File: src/gar_pkg.sv
// Shared types, constants and the national swap tables of the glyph renderer.
`timescale 1ns / 1ps

package gar_pkg;

    localparam int GLYPH_COUNT   = 256;
    localparam int CODE_W        = 8;
    localparam int LOAD_ROW_W    = 4;
    localparam int BITS_W        = 8;
    localparam int HEIGHT_W      = 5;
    localparam int ROWNUM_W      = 4;
    localparam int LANG_W        = 3;
    localparam int CFG_INDEX_W   = 3;
    localparam int CFG_DATA_W    = 8;
    localparam int S_TDATA_W     = 24;
    localparam int M_TDATA_W     = 16;
    localparam int SWAP_MAX_PAIRS = 9;

    localparam logic REQ_LOAD   = 1'b0;
    localparam logic REQ_RENDER = 1'b1;

    localparam logic [BITS_W-1:0] GREY_EVEN = 8'hAA;
    localparam logic [BITS_W-1:0] GREY_ODD  = 8'h55;

    // h/5 and rem/3 by reciprocal, exact for values below 32
    localparam int DIV5_MUL   = 13;
    localparam int DIV5_SHIFT = 6;
    localparam int DIV3_MUL   = 11;
    localparam int DIV3_SHIFT = 5;

    typedef enum logic [CFG_INDEX_W-1:0] {
        CFG_HEIGHT  = 3'd0,
        CFG_BOLD    = 3'd1,
        CFG_GREY    = 3'd2,
        CFG_ITALIC  = 3'd3,
        CFG_REVERSE = 3'd4,
        CFG_ULINE   = 3'd5,
        CFG_LANG    = 3'd6
    } cfg_index_t;

    typedef struct packed {
        logic [HEIGHT_W-1:0] height;
        logic                bold;
        logic                grey;
        logic                italic;
        logic                reverse;
        logic [BITS_W-1:0]   underline;
        logic [LANG_W-1:0]   lang;
    } cfg_t;

    // one classified item on its way from front to back
    typedef struct packed {
        logic                  req;
        logic [CODE_W-1:0]     code;      // swapped for renders
        logic [LOAD_ROW_W-1:0] load_row;
        logic [BITS_W-1:0]     font_bits;
        logic                  load_ok;   // row within effective height
        logic [HEIGHT_W-1:0]   height;    // effective height
        logic [HEIGHT_W-1:0]   bnd1;      // italic band edges
        logic [HEIGHT_W-1:0]   bnd2;
        logic [HEIGHT_W-1:0]   bnd3;
        logic [HEIGHT_W-1:0]   bnd4;
        logic [HEIGHT_W-1:0]   bnd5;
    } cmd_t;

    localparam logic [3:0] SWAP_COUNT [0:7] = '{
        4'd0, 4'd8, 4'd8, 4'd1, 4'd6, 4'd9, 4'd7, 4'd5
    };

    localparam logic [7:0] SWAP_A [0:7][0:SWAP_MAX_PAIRS-1] = '{
        '{8'h00, 8'h00, 8'h00, 8'h00, 8'h00, 8'h00, 8'h00, 8'h00, 8'h00},
        '{8'h40, 8'h5B, 8'h5C, 8'h5D, 8'h7B, 8'h7C, 8'h7D, 8'h7E, 8'h00},
        '{8'h40, 8'h5B, 8'h5C, 8'h5D, 8'h7B, 8'h7C, 8'h7D, 8'h7E, 8'h00},
        '{8'h23, 8'h00, 8'h00, 8'h00, 8'h00, 8'h00, 8'h00, 8'h00, 8'h00},
        '{8'h5B, 8'h5C, 8'h5D, 8'h7B, 8'h7C, 8'h7D, 8'h00, 8'h00, 8'h00},
        '{8'h40, 8'h5B, 8'h5C, 8'h5D, 8'h5E, 8'h7B, 8'h7C, 8'h7D, 8'h7E},
        '{8'h5B, 8'h5D, 8'h60, 8'h7B, 8'h7C, 8'h7D, 8'h7E, 8'h00, 8'h00},
        '{8'h5B, 8'h5C, 8'h5D, 8'h7B, 8'h7C, 8'h00, 8'h00, 8'h00, 8'h00}
    };

    localparam logic [7:0] SWAP_B [0:7][0:SWAP_MAX_PAIRS-1] = '{
        '{8'h00, 8'h00, 8'h00, 8'h00, 8'h00, 8'h00, 8'h00, 8'h00, 8'h00},
        '{8'hEA, 8'hA2, 8'hF5, 8'hA6, 8'hE1, 8'hEE, 8'hEB, 8'hB2, 8'h00},
        '{8'hA6, 8'hD0, 8'hD3, 8'hD4, 8'hF0, 8'hF3, 8'hF4, 8'hBA, 8'h00},
        '{8'hA3, 8'h00, 8'h00, 8'h00, 8'h00, 8'h00, 8'h00, 8'h00, 8'h00},
        '{8'hD6, 8'hD8, 8'hD7, 8'hF6, 8'hF8, 8'hF7, 8'h00, 8'h00, 8'h00},
        '{8'hC1, 8'hD0, 8'hD3, 8'hD7, 8'hD4, 8'hF0, 8'hF3, 8'hF7, 8'hF4},
        '{8'hA2, 8'hE1, 8'hEE, 8'hEA, 8'hED, 8'hEB, 8'hEC, 8'h00, 8'h00},
        '{8'hAF, 8'hD9, 8'hAE, 8'hB2, 8'hF9, 8'h00, 8'h00, 8'h00, 8'h00}
    };

    // first matching pair wins, either side of the pair
    function automatic logic [CODE_W-1:0] swap_code(input logic [CODE_W-1:0] code,
                                                   input logic [LANG_W-1:0] lang);
        logic [CODE_W-1:0] res;
        res = code;
        for (int i = SWAP_MAX_PAIRS - 1; i >= 0; i--) begin
            if (i < int'(SWAP_COUNT[lang])) begin
                if (code == SWAP_A[lang][i]) begin
                    res = SWAP_B[lang][i];
                end else if (code == SWAP_B[lang][i]) begin
                    res = SWAP_A[lang][i];
                end
            end
        end
        return res;
    endfunction

endpackage

File: src/gar_front.sv
// Front end: accepts items, swaps codes, works out height and italic bands.
`timescale 1ns / 1ps

module gar_front #(
    parameter int MAX_GLYPH_ROWS = 16
) (
    input  logic                         s_tvalid,
    output logic                         s_tready,
    input  logic [gar_pkg::S_TDATA_W-1:0] s_tdata,
    input  logic                         s_tuser,
    input  gar_pkg::cfg_t                cfg,
    input  logic                         q_full,
    output logic                         q_push,
    output gar_pkg::cmd_t                q_cmd
);

    import gar_pkg::*;

    logic [CODE_W-1:0]     in_code;
    logic [LOAD_ROW_W-1:0] in_row;
    logic [BITS_W-1:0]     in_bits;
    logic [HEIGHT_W-1:0]   h;
    logic [9:0]            p5;
    logic [8:0]            p3;
    logic [HEIGHT_W-1:0]   s1, s2, s3, rem, b2;

    assign in_code = s_tdata[7:0];
    assign in_row  = s_tdata[11:8];
    assign in_bits = s_tdata[19:12];

    assign s_tready = !q_full;
    assign q_push   = s_tvalid && !q_full;

    always_comb begin
        if (cfg.height == '0) begin
            h = HEIGHT_W'(1);
        end else if (int'(cfg.height) > MAX_GLYPH_ROWS) begin
            h = HEIGHT_W'(MAX_GLYPH_ROWS);
        end else begin
            h = cfg.height;
        end
    end

    // band sizes: s1 = h/5, s2 = (h-2*s1)/3, s3 takes the rest of the middle
    always_comb begin
        p5  = 10'(h) * 10'(DIV5_MUL);
        s1  = HEIGHT_W'(p5 >> DIV5_SHIFT);
        rem = h - HEIGHT_W'({s1, 1'b0});
        p3  = 9'(rem) * 9'(DIV3_MUL);
        s2  = HEIGHT_W'(p3 >> DIV3_SHIFT);
        s3  = rem - HEIGHT_W'({s2, 1'b0});
        b2  = s1 + s2 + s3;
    end

    always_comb begin
        q_cmd.req       = s_tuser;
        q_cmd.code      = (s_tuser == REQ_RENDER) ? swap_code(in_code, cfg.lang) : in_code;
        q_cmd.load_row  = in_row;
        q_cmd.font_bits = in_bits;
        q_cmd.load_ok   = (HEIGHT_W'(in_row) < h);
        q_cmd.height    = h;
        q_cmd.bnd1      = s1;
        q_cmd.bnd2      = s1 + s2;
        q_cmd.bnd3      = b2;
        q_cmd.bnd4      = b2 + s2;
        q_cmd.bnd5      = b2 + s2 + s1;
    end

endmodule

File: config.mk
export PLATFORM = sky130hd
export DESIGN_NAME = gar_front
export DESIGN_NICKNAME = d
export VERILOG_FILES = /design/src/gar_pkg.sv /design/src/gar_front.sv
export SDC_FILE = /design/constraint.sdc
export NUM_CORES = 1
export LEC_CHECK = 0
export ABC_CLOCK_PERIOD_IN_PS = 13900
export CORE_MARGIN = 2
export CORE_UTILIZATION = 25
export DETAILED_ROUTE_END_ITERATION = 10
export DONT_BUFFER_PORTS = 1
export PLACE_DENSITY = 0.39
export SYNTH_ARGS = -nofsm -noshare
export SYNTH_HDL_FRONTEND = slang
export SYNTH_SLANG_ARGS = --single-unit
File: constraint.sdc
create_clock -name vclk -period 13.9
set_input_delay 1.39 -clock vclk [all_inputs]
set_output_delay 1.39 -clock vclk [all_outputs]
set_load 0.03 [all_outputs]
; ---- Yosys cells after proc, flatten, opt, wreduce, memory -nomap -nowiden
; Memory sizes are Yosys's and may differ from the RTL's.
; Index checks and enable logic that the tools add are counted.
[classes]
n_reduce_logical = 3
add_sub_neg = 6
bitwise_logic = 1
order_cmp = 12
n_eq_ne = 18
multipliers = 2
muxes = 36
[ops]
columns = operator, n
row1 = $mux 72, 4
row2 = $mux 8, 28
row3 = $eq 8x8->1, 18
row4 = $mul 5x4->9 const B, 2
row5 = $lt 3x4->1 const A, 4
row6 = $mux 5, 2
row7 = $lt 1x4->1 const A, 2
row8 = $lt 2x4->1 const A, 2
row9 = $mux 4, 2
row10 = $add 3x4->5, 1
row11 = $add 5x3->5, 1
row12 = $add 5x4->5, 1
row13 = $add 5x5->5, 1
row14 = $gt 5x5->1 const B, 1
row15 = $logic_not 5->1, 1
row16 = $lt 4x5->1, 1
row17 = $sub 5x4->5, 1
row18 = $sub 5x5->5, 1
row19 = $ge 4x4->1 const B, 1
row20 = $lt 4x4->1 const A, 1
row21 = $not 3->4, 1
row22 = $logic_and 1x1->1, 1
row23 = $logic_not 1->1, 1
[totals]
n_memories = 3
romBits = 1184
input_bits = 47
register_bits = 0
out_inout_bits = 54
[memory_table]
columns = memory, depth, word_bits, read_ports, rd_ports_with_merged_regs, write_ports, line
row1 = (name not given), 8, 72, 1, 0, 0, gar_pkg.sv:102  ; res = SWAP_A[lang][i];
row2 = (name not given), 8, 72, 1, 0, 0, gar_pkg.sv:101  ; end else if (code == SWAP_B[lang][i]) begin
row3 = (name not given), 8, 4, 1, 0, 0, gar_pkg.sv:98  ; if (i < int'(SWAP_COUNT[lang])) begin

; ---- Longest topological paths before layout
[logic_depth]
word_depth = 33
ltp_mapped = 37

; ---- Worst setup path before layout
; Ideal clock, no wire load.
[synth_path]
path_kind = input to output
start = in cfg[16] in the netlist's numbering
end = out q_cmd[4] in the netlist's numbering
arrival_ns = 12.064
t_required_ns = 12.510
path_stages = 36
slack_ns = 0.446
cell_sequence = nor3_1 -> nor2_1 -> nor2_1 -> ha_1 -> fa_1 -> ha_1 -> nand3_1 -> o2111a_1 -> xnor2_1 -> inv_1 -> ha_1 -> nor2b_1 -> o221a_2 -> mux2_2 -> xnor2_1 -> ha_1 -> ha_1 -> and3_1 -> a21oi_1 -> a31oi_1 -> or2_2 -> xor2_1 -> xnor2_1 -> ha_1 -> xnor2_1 -> inv_1 -> fa_1 -> inv_1 -> ha_1 -> xnor2_1 -> ha_1 -> and3_1 -> a221oi_1 -> xnor2_1 -> o21ai_0 -> xnor2_1
[synth_lines]
columns = item, line
row1 = start: declaration, gar_front.sv:11  ; input gar_pkg::cfg_t cfg,
row2 = end: declaration, gar_front.sv:14  ; output gar_pkg::cmd_t q_cmd

==> flow_summary.ini <==
[detailed_routing]
drt-total-wl_um = 19900
routedWlPerCell_um = 21.4
drt_iter0_drc = 506
via_count = 5437
first_pass_iters = 6
drc = 0
via_per_inst = 5.85
ant_nets = 0

[setup_path]
cp_data_required_time_ns = 12.51
cp_top_family = adder cells
cp.depth = 38
endpoint_kind = output pin
setup.worst_path.class = input pin to output pin
critPathSlowestCell = xnor2_1
path_max_fanout = 8
arrival_ns = 11.39
worst-path-buf-inv = 8
start_kind = input pin
worst_path_largest_cell_delay_ns = 0.74
path_common_cell = ha_1

[floorplan]
start_util_pct = 25.2
core_area_sq_um = 19300
dieArea_sq_um = 20700
die_y_um = 144
io_pins = 101
die_w_um = 144
rows = 51

[global_routing]
first_global_vias = 5315
grt_pass1_wl_um = 30700
antenna_found_initial = 0
overflow = 0
track_usage_pct = 18.8
grt_max_degree = 67

[synthesis]
synth-seq-area-share_pct = 0
synth_top_area_share_pct = 12.6
netlist_instances = 719
avgSynthCellArea_sq_um = 6.79
yosysWarnings = 0
yosys-top-cells-count = nor2_1 (57), nand2_1 (51), ha_1 (49)
synthTopCellsByArea = ha_1 (13%), xnor2_1 (7.2%), a21oi_1 (4.6%)
synth.largest_area_cell = ha_1
yosys.cell_types.count = 85
yosysMostFrequentCell = nor2_1
synth_area_sq_um = 4880

[timing]
fin_crit_ns = 12.78
drv_slew = 0
finalHoldViolCount = 0
worstMarginPinSlew_ns = 1.02
max_freq_mhz = 78.2
setup_viol = 0
layout_worst_path_cycle_share_pct = 92.0
max_slew_margin_pct = 31.9
rsz0062_at_grt = false
setup_tns_ns = 0

[place]
finalWeightedCongestion = 0.916
dp.cells = 930
io_buffers = 0
dpl_cell_area_sq_um = 4940
hpwl_um = 14700

[clock_network]
ctsHoldBuffers = 0
cts_setup_buffers = 0
ctsResizeCount = 0

[final_layout]
drive_gt1_share_pct = 6.62
diodes = 0
fillers = 2142
clockBufferCount = 0
finalInstanceArea_sq_um = 4940
multi_input_area_sq_um = 4310
seq_cell_count = 0
final_cells = 930
regArea_sq_um = 0
syn_to_final_growth_pct = 1.26
nets = 771

[run]
max-cap-violations = 0

[status]
status = complete, no violations

[hold_path]
hold_path_depth = 0
min_path_type = input pin to output pin
layout make-up:
class / count / share of cell area, %
multi-input cells: 600 / 87.1
well taps: 265 / 6.71
inverters: 49 / 3.72
repair buffers: 16 / 2.43
metal layers:
layer	routed length, um	up-vias	track usage [%]
met4	569	0	5.57
met5	0	-	0
met2	9400	248	32.9
met3	1250	49	1.23
met1	8650	2611	24.9
li1	-	2529	-
cell families (layout without fill, tap and decap cells):
family / Yosys count / count (layout) / share of synthesized area, %
adders and majority gates: 58 / 58 / 16.1
xor gates and xnor gates: 62 / 62 / 11.1
muxes: 12 / 12 / 2.62
and+or+nand+nor: 252 / 252 / 27.3
other: 1 / 2 / 0.0768
buffers and inverters: 120 / 65 / 11.8
AOI/OAI and AO/OA: 214 / 214 / 31.0
path summary, 6_finish.rpt:
kind	startpoint	endpoint	slack [ns]
worst max-delay path	cfg[19]	q_cmd[4]	1.12
worst min-delay path	s_tdata[12]	q_cmd[31]	2.78
per-stage QoR:
stage	setup slack, ns	utilization [%]	hold slack [ns]
after floorplan	0.446	-	2.89
after global placement	1.16	25.6	2.78
after detailed placement	1.04	25.6	2.78
after CTS	1.01	25.6	2.78
after global routing	0.462	25.6	2.78
final	1.12	25.6	2.78
cells in the final DEF, fill, tap and decap left out, drive strengths merged, types with 21 or more instances in the layout:
cell type | netlist | layout
nand2 | 52 | 52
o21ai | 35 | 35
nor2 | 58 | 58
xor2 | 22 | 22
a21oi | 47 | 47
nor3 | 26 | 26
ha | 49 | 49
nand3 | 21 | 21
inv | 47 | 47
xnor2 | 40 | 40
Power is left out: the tool's default activity adds up to more than one toggle a clock period on the data nets, which glitch-free logic cannot reach.
