$ cat config.mk
export PLATFORM = sky130hd
export DESIGN_NAME = gar_fifo
export DESIGN_NICKNAME = d
export VERILOG_FILES = /design/src/gar_fifo.sv
export SDC_FILE = /design/constraint.sdc
export NUM_CORES = 1
export LEC_CHECK = 0
export ABC_AREA = 1
export ABC_CLOCK_PERIOD_IN_PS = 4450
export BUFFER_PORTS_ARGS = -buffer_cell sky130_fd_sc_hd__clkbuf_2
export CAP_MARGIN = 20
export CORE_MARGIN = 2
export CORE_UTILIZATION = 53
export DETAILED_ROUTE_END_ITERATION = 8
export PLACE_DENSITY_LB_ADDON = 0.25
export SYNTH_ARGS = -nofsm -noshare
export SYNTH_HDL_FRONTEND = slang
export SYNTH_SLANG_ARGS = --single-unit
export TNS_END_PERCENT = 30
$ cat constraint.sdc
create_clock -name aclk -period 4.45 [get_ports aclk]
set_clock_uncertainty 0.15 [all_clocks]
set_input_delay 0.445 -clock aclk [delete_from_list [all_inputs] [get_ports aclk]]
set_output_delay 0.445 -clock aclk [all_outputs]
set_load 0.02 [all_outputs]
$ cat src/gar_fifo.sv
// Short command queue between front and back.
`timescale 1ns / 1ps

module gar_fifo #(
    parameter int WIDTH = 8,
    parameter int DEPTH = 2
) (
    input  logic             aclk,
    input  logic             aresetn,
    input  logic             push,
    input  logic [WIDTH-1:0] wdata,
    output logic             full,
    input  logic             pop,
    output logic [WIDTH-1:0] rdata,
    output logic             valid
);

    localparam int PTR_W = (DEPTH > 1) ? $clog2(DEPTH) : 1;
    localparam int CNT_W = $clog2(DEPTH + 1);

    logic [WIDTH-1:0] mem [DEPTH];
    logic [PTR_W-1:0] wr_ptr_reg, wr_ptr_next;
    logic [PTR_W-1:0] rd_ptr_reg, rd_ptr_next;
    logic [CNT_W-1:0] count_reg, count_next;
    logic             do_push, do_pop;

    assign full    = (count_reg == CNT_W'(DEPTH));
    assign valid   = (count_reg != '0);
    assign do_push = push && !full;
    assign do_pop  = pop && valid;
    assign rdata   = mem[rd_ptr_reg];

    always_comb begin
        wr_ptr_next = wr_ptr_reg;
        rd_ptr_next = rd_ptr_reg;
        count_next  = count_reg;
        if (do_push) begin
            wr_ptr_next = (wr_ptr_reg == PTR_W'(DEPTH - 1)) ? '0 : wr_ptr_reg + 1'b1;
        end
        if (do_pop) begin
            rd_ptr_next = (rd_ptr_reg == PTR_W'(DEPTH - 1)) ? '0 : rd_ptr_reg + 1'b1;
        end
        if (do_push && !do_pop) begin
            count_next = count_reg + 1'b1;
        end else if (do_pop && !do_push) begin
            count_next = count_reg - 1'b1;
        end
    end

    always_ff @(posedge aclk) begin
        if (!aresetn) begin
            wr_ptr_reg <= '0;
            rd_ptr_reg <= '0;
            count_reg  <= '0;
        end else begin
            wr_ptr_reg <= wr_ptr_next;
            rd_ptr_reg <= rd_ptr_next;
            count_reg  <= count_next;
        end
    end

    always_ff @(posedge aclk) begin
        if (do_push) begin
            mem[wr_ptr_reg] <= wdata;
        end
    end

endmodule

==> Yosys cells after proc, flatten, opt, wreduce, memory -nomap -nowiden <==
Memories as Yosys holds them, arrays and structs flattened. A register that Yosys moved wholly into a read port is not among the register bits.
Cells that the tools add are included.
{ "totals": {"ram_bits": 16, "ff_bits": 4, "memories": 1, "input_bits": 12, "output_inout_bits": 10} }
{ "mem_list": {"columns": ["name", "words", "word_bits", "rd", "rd_ports_with_merged_regs", "wr", "line_no", "text"], "rows": [
  ["mem", 2, 8, 1, 1, 1, "21", "logic [WIDTH-1:0] mem [DEPTH];"]
]} }
{ "classes": {"mux": 8, "n_reduce_logical": 9, "addsub": 4, "eq_ne": 1} }
{ "op_table": {"columns": ["cell", "count"], "rows": [
  ["$mux W1", 6],
  ["$logic_and A1 B1 Y1", 4],
  ["$mux W2", 2],
  ["$reduce_bool A2 Y1", 2],
  ["$logic_not A1 Y1", 3],
  ["$add A1 B1 Y1 const B", 2],
  ["$add A2 B1 Y2 const B", 1],
  ["$eq A2 B2 Y1 const B", 1],
  ["$sub A2 B1 Y2 const B", 1]
]} }

==> Logic depth before layout (Yosys ltp) <==
Gate-level depths: netlist (run 1).
{ "depth": {"word_depth": 7, "depth_mapped": 10, "depth_no_buf": 10} }

==> Worst setup path after synthesis (run 1) <==
No wires, ideal clock.
{ "synth_path": {"kind": "reg2out", "startpoint": "reg (tool-made name)", "endpoint": "out rdata[0]", "arrival_time_ns": 0.853, "path_stages_with_launch": 3, "slack_ns": 3.002, "path_cell_list": "dfxtp_1 -> buf_2 -> mux2_2"} }
{ "synth_rtl": {"columns": ["item", "line_no", "text"], "rows": [
  ["end, declared", "14", "output logic [WIDTH-1:0] rdata,"]
]} }

==> impl_metrics.toml, run 1 <==
[sta]
whs_ps = 183.2
final_max_slew_viol_count = 0
slew_headroom_pct = 52.63
period_share_pct = 44.52
tightest_slew_ps = 707.9
rsz0062_at_grt = "no"
fin_crit_ps = 1981
clock.fmax_mhz = 504.8
setup_viol = 0
hold_viol = 0
fin_setup_tns_ps = 0

[critical_path]
cp_max_fo = 8
critPathBufInv = 1
rr_worst_depth = 2
critPathSlowestCell = "dfxtp_1"
crit_arrival_ps = 1390
slowest_delay_ps = 550
endpoint_kind = "primary output"
critPathRequiredTime_ps = 3860
path_cells = "mux2_2, clkbuf_2"
r2r-end = "mem[0][1]"
rrSetupSlack_ps = 2800
path_class = "register to primary output"
timing.rr.start = "count_reg[0]"
critPathTopFamily = "flip-flops"
startpoint_type = "register"

[routing]
drtPass1Iterations = 3
drc = 0
vias_per_cell = 4.716
route.vias.total = 481
drt.antenna.violating_nets = 0
drt-total-wl_mm = 1.208
routedWlPerCell_um = 11.84
drt_iter0_drc = 1

[place]
dpl.cell_count = 98
place_hpwl_um = 892
globalplace.congestion = 0.6937
numPortBuffers = 21

[logic_synthesis]
synth_top_area_cell = "edfxtp_1"
netlist_instances = 62
synth_edf_count = 16
synth-compound-area-share_pct = 3.945
yosys_most_used_dff = "edfxtp_1"
synth_seq_cells = 21
synth-simple-area-share_pct = 8.953
syn_nets = 75
synth_top_family_by_area = "multiplexers"
synthTopCellsByCount = "edfxtp_1, nor2_1, mux2_2, inv_1, nand2_1"
syn_area_per_cell_sq_um = 13.30
synthArstFlopShare_pct = 0
synth_area_sq_um = 824.5
synth_top_cell_area_share_pct = 58.27
yosysWarningCount = 0
synth_cell_types = 16
synthMuxAreaShare_pct = 10.93
synthXorXnorAreaFrac_pct = 0
ys_top_cells_by_area = "edfxtp_1, dfxtp_1, mux2_2"
yosysMostFrequentCell = "edfxtp_1"
synthAdderAreaFrac_pct = 1.517
synth_seq_area_share_pct = 70.41

[power_and_ir_drop]
p_sw_share_pct = 34.66
power.net_switching_mw = 0.1880
p_seq_share_pct = 50.8
cellPowerDensity_nw_per_um2 = 557.9
p_leak_nw = 0.4141
p_int_mw = 0.3543
clockPowerShare_pct = 16.1
peakVddDrop_mv = 0.3524
combPwrFrac_pct = 33.2

[hold_path]
hold_path_class = "primary input to register"
hp-start = "wdata[4]"
whs_path_depth = 1
min_to = "mem[1][4]"

[cts]
clock_latency_ps = 300
cts.sinks = 21
cts_resized = 0
clock-root-buffer = "clkbuf_4"
cts_buffer_depth = 2
cts_setup_buffers = 0
cts_tree = "yes"
ctsHtreeMaxLevel = 1
path_clk_slew_ps = 110
cts_buffers = 3
cts_hold_buf = 0

[floorplan]
initial_utilization_pct = 55.38
die_h_um = 43.44
coreArea_sq_um = 1489
dieArea_sq_um = 1887
die_x_um = 43.44
boundaryPins = 22
rows = 14

[global_route]
grt_pass1_vias = 456
track_usage_pct = 14.40
grt_first_pass_wirelength_mm = 1.883
antenna_found_initial = 0
grt_max_degree = 13
grt_overflow = 0

[finish]
stdcell_count = 102
fin_nets = 100
utilization_pct = 65.29
largest_reg_flops = 16
drive_above_1_share_pct = 43.02
diodes = 0
syn_to_final_growth_pct = 17.91

[run_status]
status = "completed"

[flow_run]
drv_cap = 0
[worst reg2reg max path, delay by kind of cell (launching register included)]
family          cells  cell delay (ps)
flops               1              470
compound gates      1              120
simple gates        1              550
[metrics by stage]
stage	power, mW	worst slack, ps	instance area, sq um
global route	0.5784	2380	972.2
finish	0.5423	2469	972.2
floorplan	0.4113	3002	824.5
CTS	0.5485	2442	972.2
global placement	0.4569	2768	944.7
detailed placement	0.4619	2719	944.7
[metal layers]
metal  part of all wire (%)  wire length [um]  global-route usage, %  up-vias
met5                      0                 0                      0        -
met4                      0                 0                  9.091        0
met3                    4.2                51                  5.000        0
met2                     46               559                  21.79       10
met1                     50               598                  17.65      210
li1                       -                 -                      -      261
[layout make-up]
cell class | instances | area, sq um
clock buffers | 3 | 22.52
clock inverters | 1 | 5.005
fillers | 123 | 516.7
inverters | 8 | 30.03
multi-input cells | 32 | 209.0
flip-flops and latches | 21 | 580.6
well taps | 16 | 20.02
repair buffers | 21 | 105.1
[layout by cell type (no fill, tap or decap)]
master    Yosys  routed
a21oi_1       1       1
clkbuf_2      0      21
clkbuf_4      0       3
clkinv_2      0       1
dfxtp_1       5       5
edfxtp_1     16      16
ha_1          1       1
inv_1         7       7
inv_2         1       1
mux2_2        8       8
nand2_1       6       6
nand2_2       1       1
nand3_1       1       1
nand4_1       1       1
nor2_1        9       9
o21a_2        1       1
o21ai_0       2       2
o21ai_2       1       1
[logic make-up after synthesis]
logic type	Yosys count
compound gates	5
fa+ha+maj	1
buf+inv	9
flops	21
mux	8
simple gates	18
[how the worst max path moves through the flow]
| stage | startpoint | to | cells past startpoint |
|---|---|---|---|
| 2_1_floorplan | register | rdata[0] | 2 |
| 3_3_place_gp | push | mem[1][0] | 3 |
| 3_5_place_dp | push | mem[1][0] | 3 |
| 4_1_cts | register | rdata[5] | 2 |
| 5_1_grt | register | rdata[5] | 2 |
| 6_report | register | rdata[5] | 2 |
[power groups by stage]
stage / combinational, mW / sequential [mW] / clock, mW
floorplan: 0.143 / 0.268 / 0
global placement: 0.178 / 0.279 / 0
detailed placement: 0.181 / 0.281 / 0
CTS: 0.182 / 0.276 / 0.0904
global route: 0.199 / 0.281 / 0.0984
finish: 0.180 / 0.275 / 0.0871
Power figures use the tool's default switching activity.
==> inputs of run 2 (changes only) <==
ABC_AREA = 0   (was 1)
ABC_CLOCK_PERIOD_IN_PS = 1580   (was 4450)
CORE_UTILIZATION = 44   (was 53)
clock period = 1.58 ns   (was 4.45 ns; I/O delays follow)
==> run 2 against run 1 <==
Against the previous run: critical path depth is 2 higher; first-iteration DRC count grew to 3.0 times the previous value; critical path type is now register to register; area after synthesis is 2.3% lower; clock power grew to 2.7 times the previous value; largest cell class unchanged; via count is 9.1% higher; synthesized cell count is 18% lower; register-to-register slack worse by 2800 ps; combinational power grew to 3.8 times the previous value; worst setup slack worse by 2400 ps; largest power group unchanged; power grew to 3.2 times the previous value.
==> impl_metrics.toml, run 2 <==
[global_route]
grt_pass1_vias = 537
antenna_found_initial = 0
track_usage_pct = 13.92
grt_first_pass_wirelength_mm = 2.028
grt_max_degree = 12
grt_overflow = 0

[critical_path]
timing.rr.start = "count_reg[1]"
path_class = "register to register"
critPathRequiredTime_ps = 1660
crit_arrival_ps = 1640
rr_worst_depth = 4
rrSetupSlack_ps = 20
cp_max_fo = 5
r2r-end = "count_reg[1]"
startpoint_type = "register"
endpoint_kind = "register"

[run_status]
status = "completed"

[hold_path]
hold_path_class = "primary input to register"
whs_path_depth = 3
hp-start = "push"
min_to = "wr_ptr_reg"

[floorplan]
dieArea_sq_um = 2190
die_x_um = 46.80
initial_utilization_pct = 46.67
die_h_um = 46.80
boundaryPins = 22
coreArea_sq_um = 1727
rows = 15

[finish]
mostFrequentLayoutCells = "clkbuf_2, edfxtp_1, dlygate4sd3_1, mux2_2, buf_4"
fin_nets = 102
fin_area_sq_um = 1131
drive_above_1_share_pct = 53.41
diodes = 0
largest_reg_flops = 16
final_common_cell = "clkbuf_2"
num-fill-cells = 149
syn_to_final_growth_pct = 40.37

[sta]
tightest_slew_ps = 400.0
fin_crit_ps = 1560
final_max_slew_viol_count = 0
period_share_pct = 98.75
rsz0062_at_grt = "yes"
setup_viol = 0
clock.fmax_mhz = 640.9
hold_viol = 0
fin_ws_ps = 19.68
slew_headroom_pct = 73.33

[cts]
clock_latency_ps = 290
clock-root-buffer = "clkbuf_4"
cts_buffer_depth = 2
path_clk_slew_ps = 110
cts.sinks = 21
cts_buffers = 3
cts_tree = "yes"
ctsHtreeMaxLevel = 1

[place]
place_hpwl_um = 836.9
globalplace.congestion = 0.7130
pre_cts_ws_ps = -25.31
numPortBuffers = 21
place_area_sq_um = 978.4

[routing]
drt.antenna.violating_nets = 0
routedWlPerCell_um = 11.73
drc = 0
route.vias.total = 525
drt_iter0_drc = 3
drt-total-wl_mm = 1.325
vias_per_cell = 4.646
drtPass1Iterations = 3

[power_and_ir_drop]
peakVddDrop_mv = 0.9260
p_leak_nw = 0.4580
cellPowerDensity_nw_per_um2 = 1514

[logic_synthesis]
synth_cell_types = 17
synth_area_sq_um = 805.8
synthTopCellsByCount = "edfxtp_1, mux2_2, dfxtp_1, nor2_1"
synth_seq_cells = 21
synthArstFlopShare_pct = 0
netlist_instances = 51
yosys_most_used_dff = "edfxtp_1"
yosysWarningCount = 0
synth_edf_count = 16
synth_seq_area_share_pct = 72.05
synth_top_cell_area_share_pct = 59.63
ys_top_cells_by_area = "edfxtp_1, dfxtp_1, mux2_2"
synth_top_area_cell = "edfxtp_1"
yosysMostFrequentCell = "edfxtp_1"
syn_nets = 64
syn_area_per_cell_sq_um = 15.80

[flow_run]
drv_cap = 0
## run 2: changes by cell type after synthesis, moves of 3 or more
| cell | before | now |
|---|---|---|
| inv_1 | 7 | 3 |
| xor2_1 | 0 | 3 |
| nor2_1 | 9 | 4 |
| nand2_1 | 6 | 0 |
## run 2: area by class of cell
type | instances | area (sq um) | share of cell area [%]
Clock buffer | 4 | 26.28 | 2.323
Inverter | 3 | 16.27 | 1.438
Multi-Input combinational cell | 26 | 245.2 | 21.68
Sequential cell | 21 | 586.8 | 51.88
Tap cell | 25 | 31.28 | 2.765
Timing Repair Buffer | 34 | 225.2 | 19.91
## run 2: power by group
| group | leakage [nW] | internal, mW | switching (mW) |
|---|---|---|---|
| combinational | 0.251 | 0.336 | 0.350 |
| sequential | 0.192 | 0.715 | 0.0716 |
| clock | 0.0150 | 0.0980 | 0.141 |
## run 2: per-layer routing
| layer | vias up | GRT usage (%) | wire length, um |
|---|---|---|---|
| met2 | 16 | 26.58 | 725 |
| met3 | 2 | 4.231 | 72 |
| met1 | 247 | 13.32 | 518 |
| met4 | 0 | 6.667 | 9 |
| li1 | 260 | - | - |
| met5 | - | 0 | 0 |
## run 2: timing repair
action,CTS,global route
gates resized for setup,6,2
pin swaps,2,4
endpoints found under the setup margin,9,1
buffers inserted,1,0
hold buffers,9,0
hold endpoints to repair,21,0
## run 2: worst max path at each step
stage	from	to	depth (start not counted)
after global routing	count_reg[0]	count_reg[1]	7
final	count_reg[1]	count_reg[1]	4
after CTS	count_reg[0]	count_reg[1]	6
after detailed placement	count_reg[1]	count_reg[1]	7
after global placement	count_reg[1]	count_reg[1]	4
after floorplan	count_reg[0]	count_reg[1]	7
## run 2: worst max-delay path: stages, from the launching register on
cell and delay [ps]:
dfxtp_2 360, o21ai_1 250, ha_4 260, or3_4 360, a21oi_2 120
## run 2: through the flow
| step | utilization (%) | TNS (ps) | instances | power (mW) | hold slack, ps |
|---|---|---|---|---|---|
| detailed placement | 56.67 | -25.31 | 99 | 1.390 | 201.2 |
| CTS | 65.00 | -6.503 | 113 | 1.699 | 79.93 |
| floorplan | - | 0 | 51 | 1.204 | 106.9 |
| global route | 65.51 | -31.13 | 113 | 1.811 | 90.59 |
| global placement | 56.67 | 0 | 99 | 1.372 | 196.0 |
| finish | 65.51 | 0 | 113 | 1.712 | 86.33 |
## run 2: kinds of logic after synthesis
logic type	after synthesis	share of synthesized area, %
flip-flops	21	72.05
multiplexers	8	11.18
XOR/XNOR	3	3.261
AO/OA/AOI/OAI	5	3.727
buffers and inverters	4	2.018
adder cells (fa/ha/maj)	1	1.553
AND/OR/NAND/NOR	9	6.213
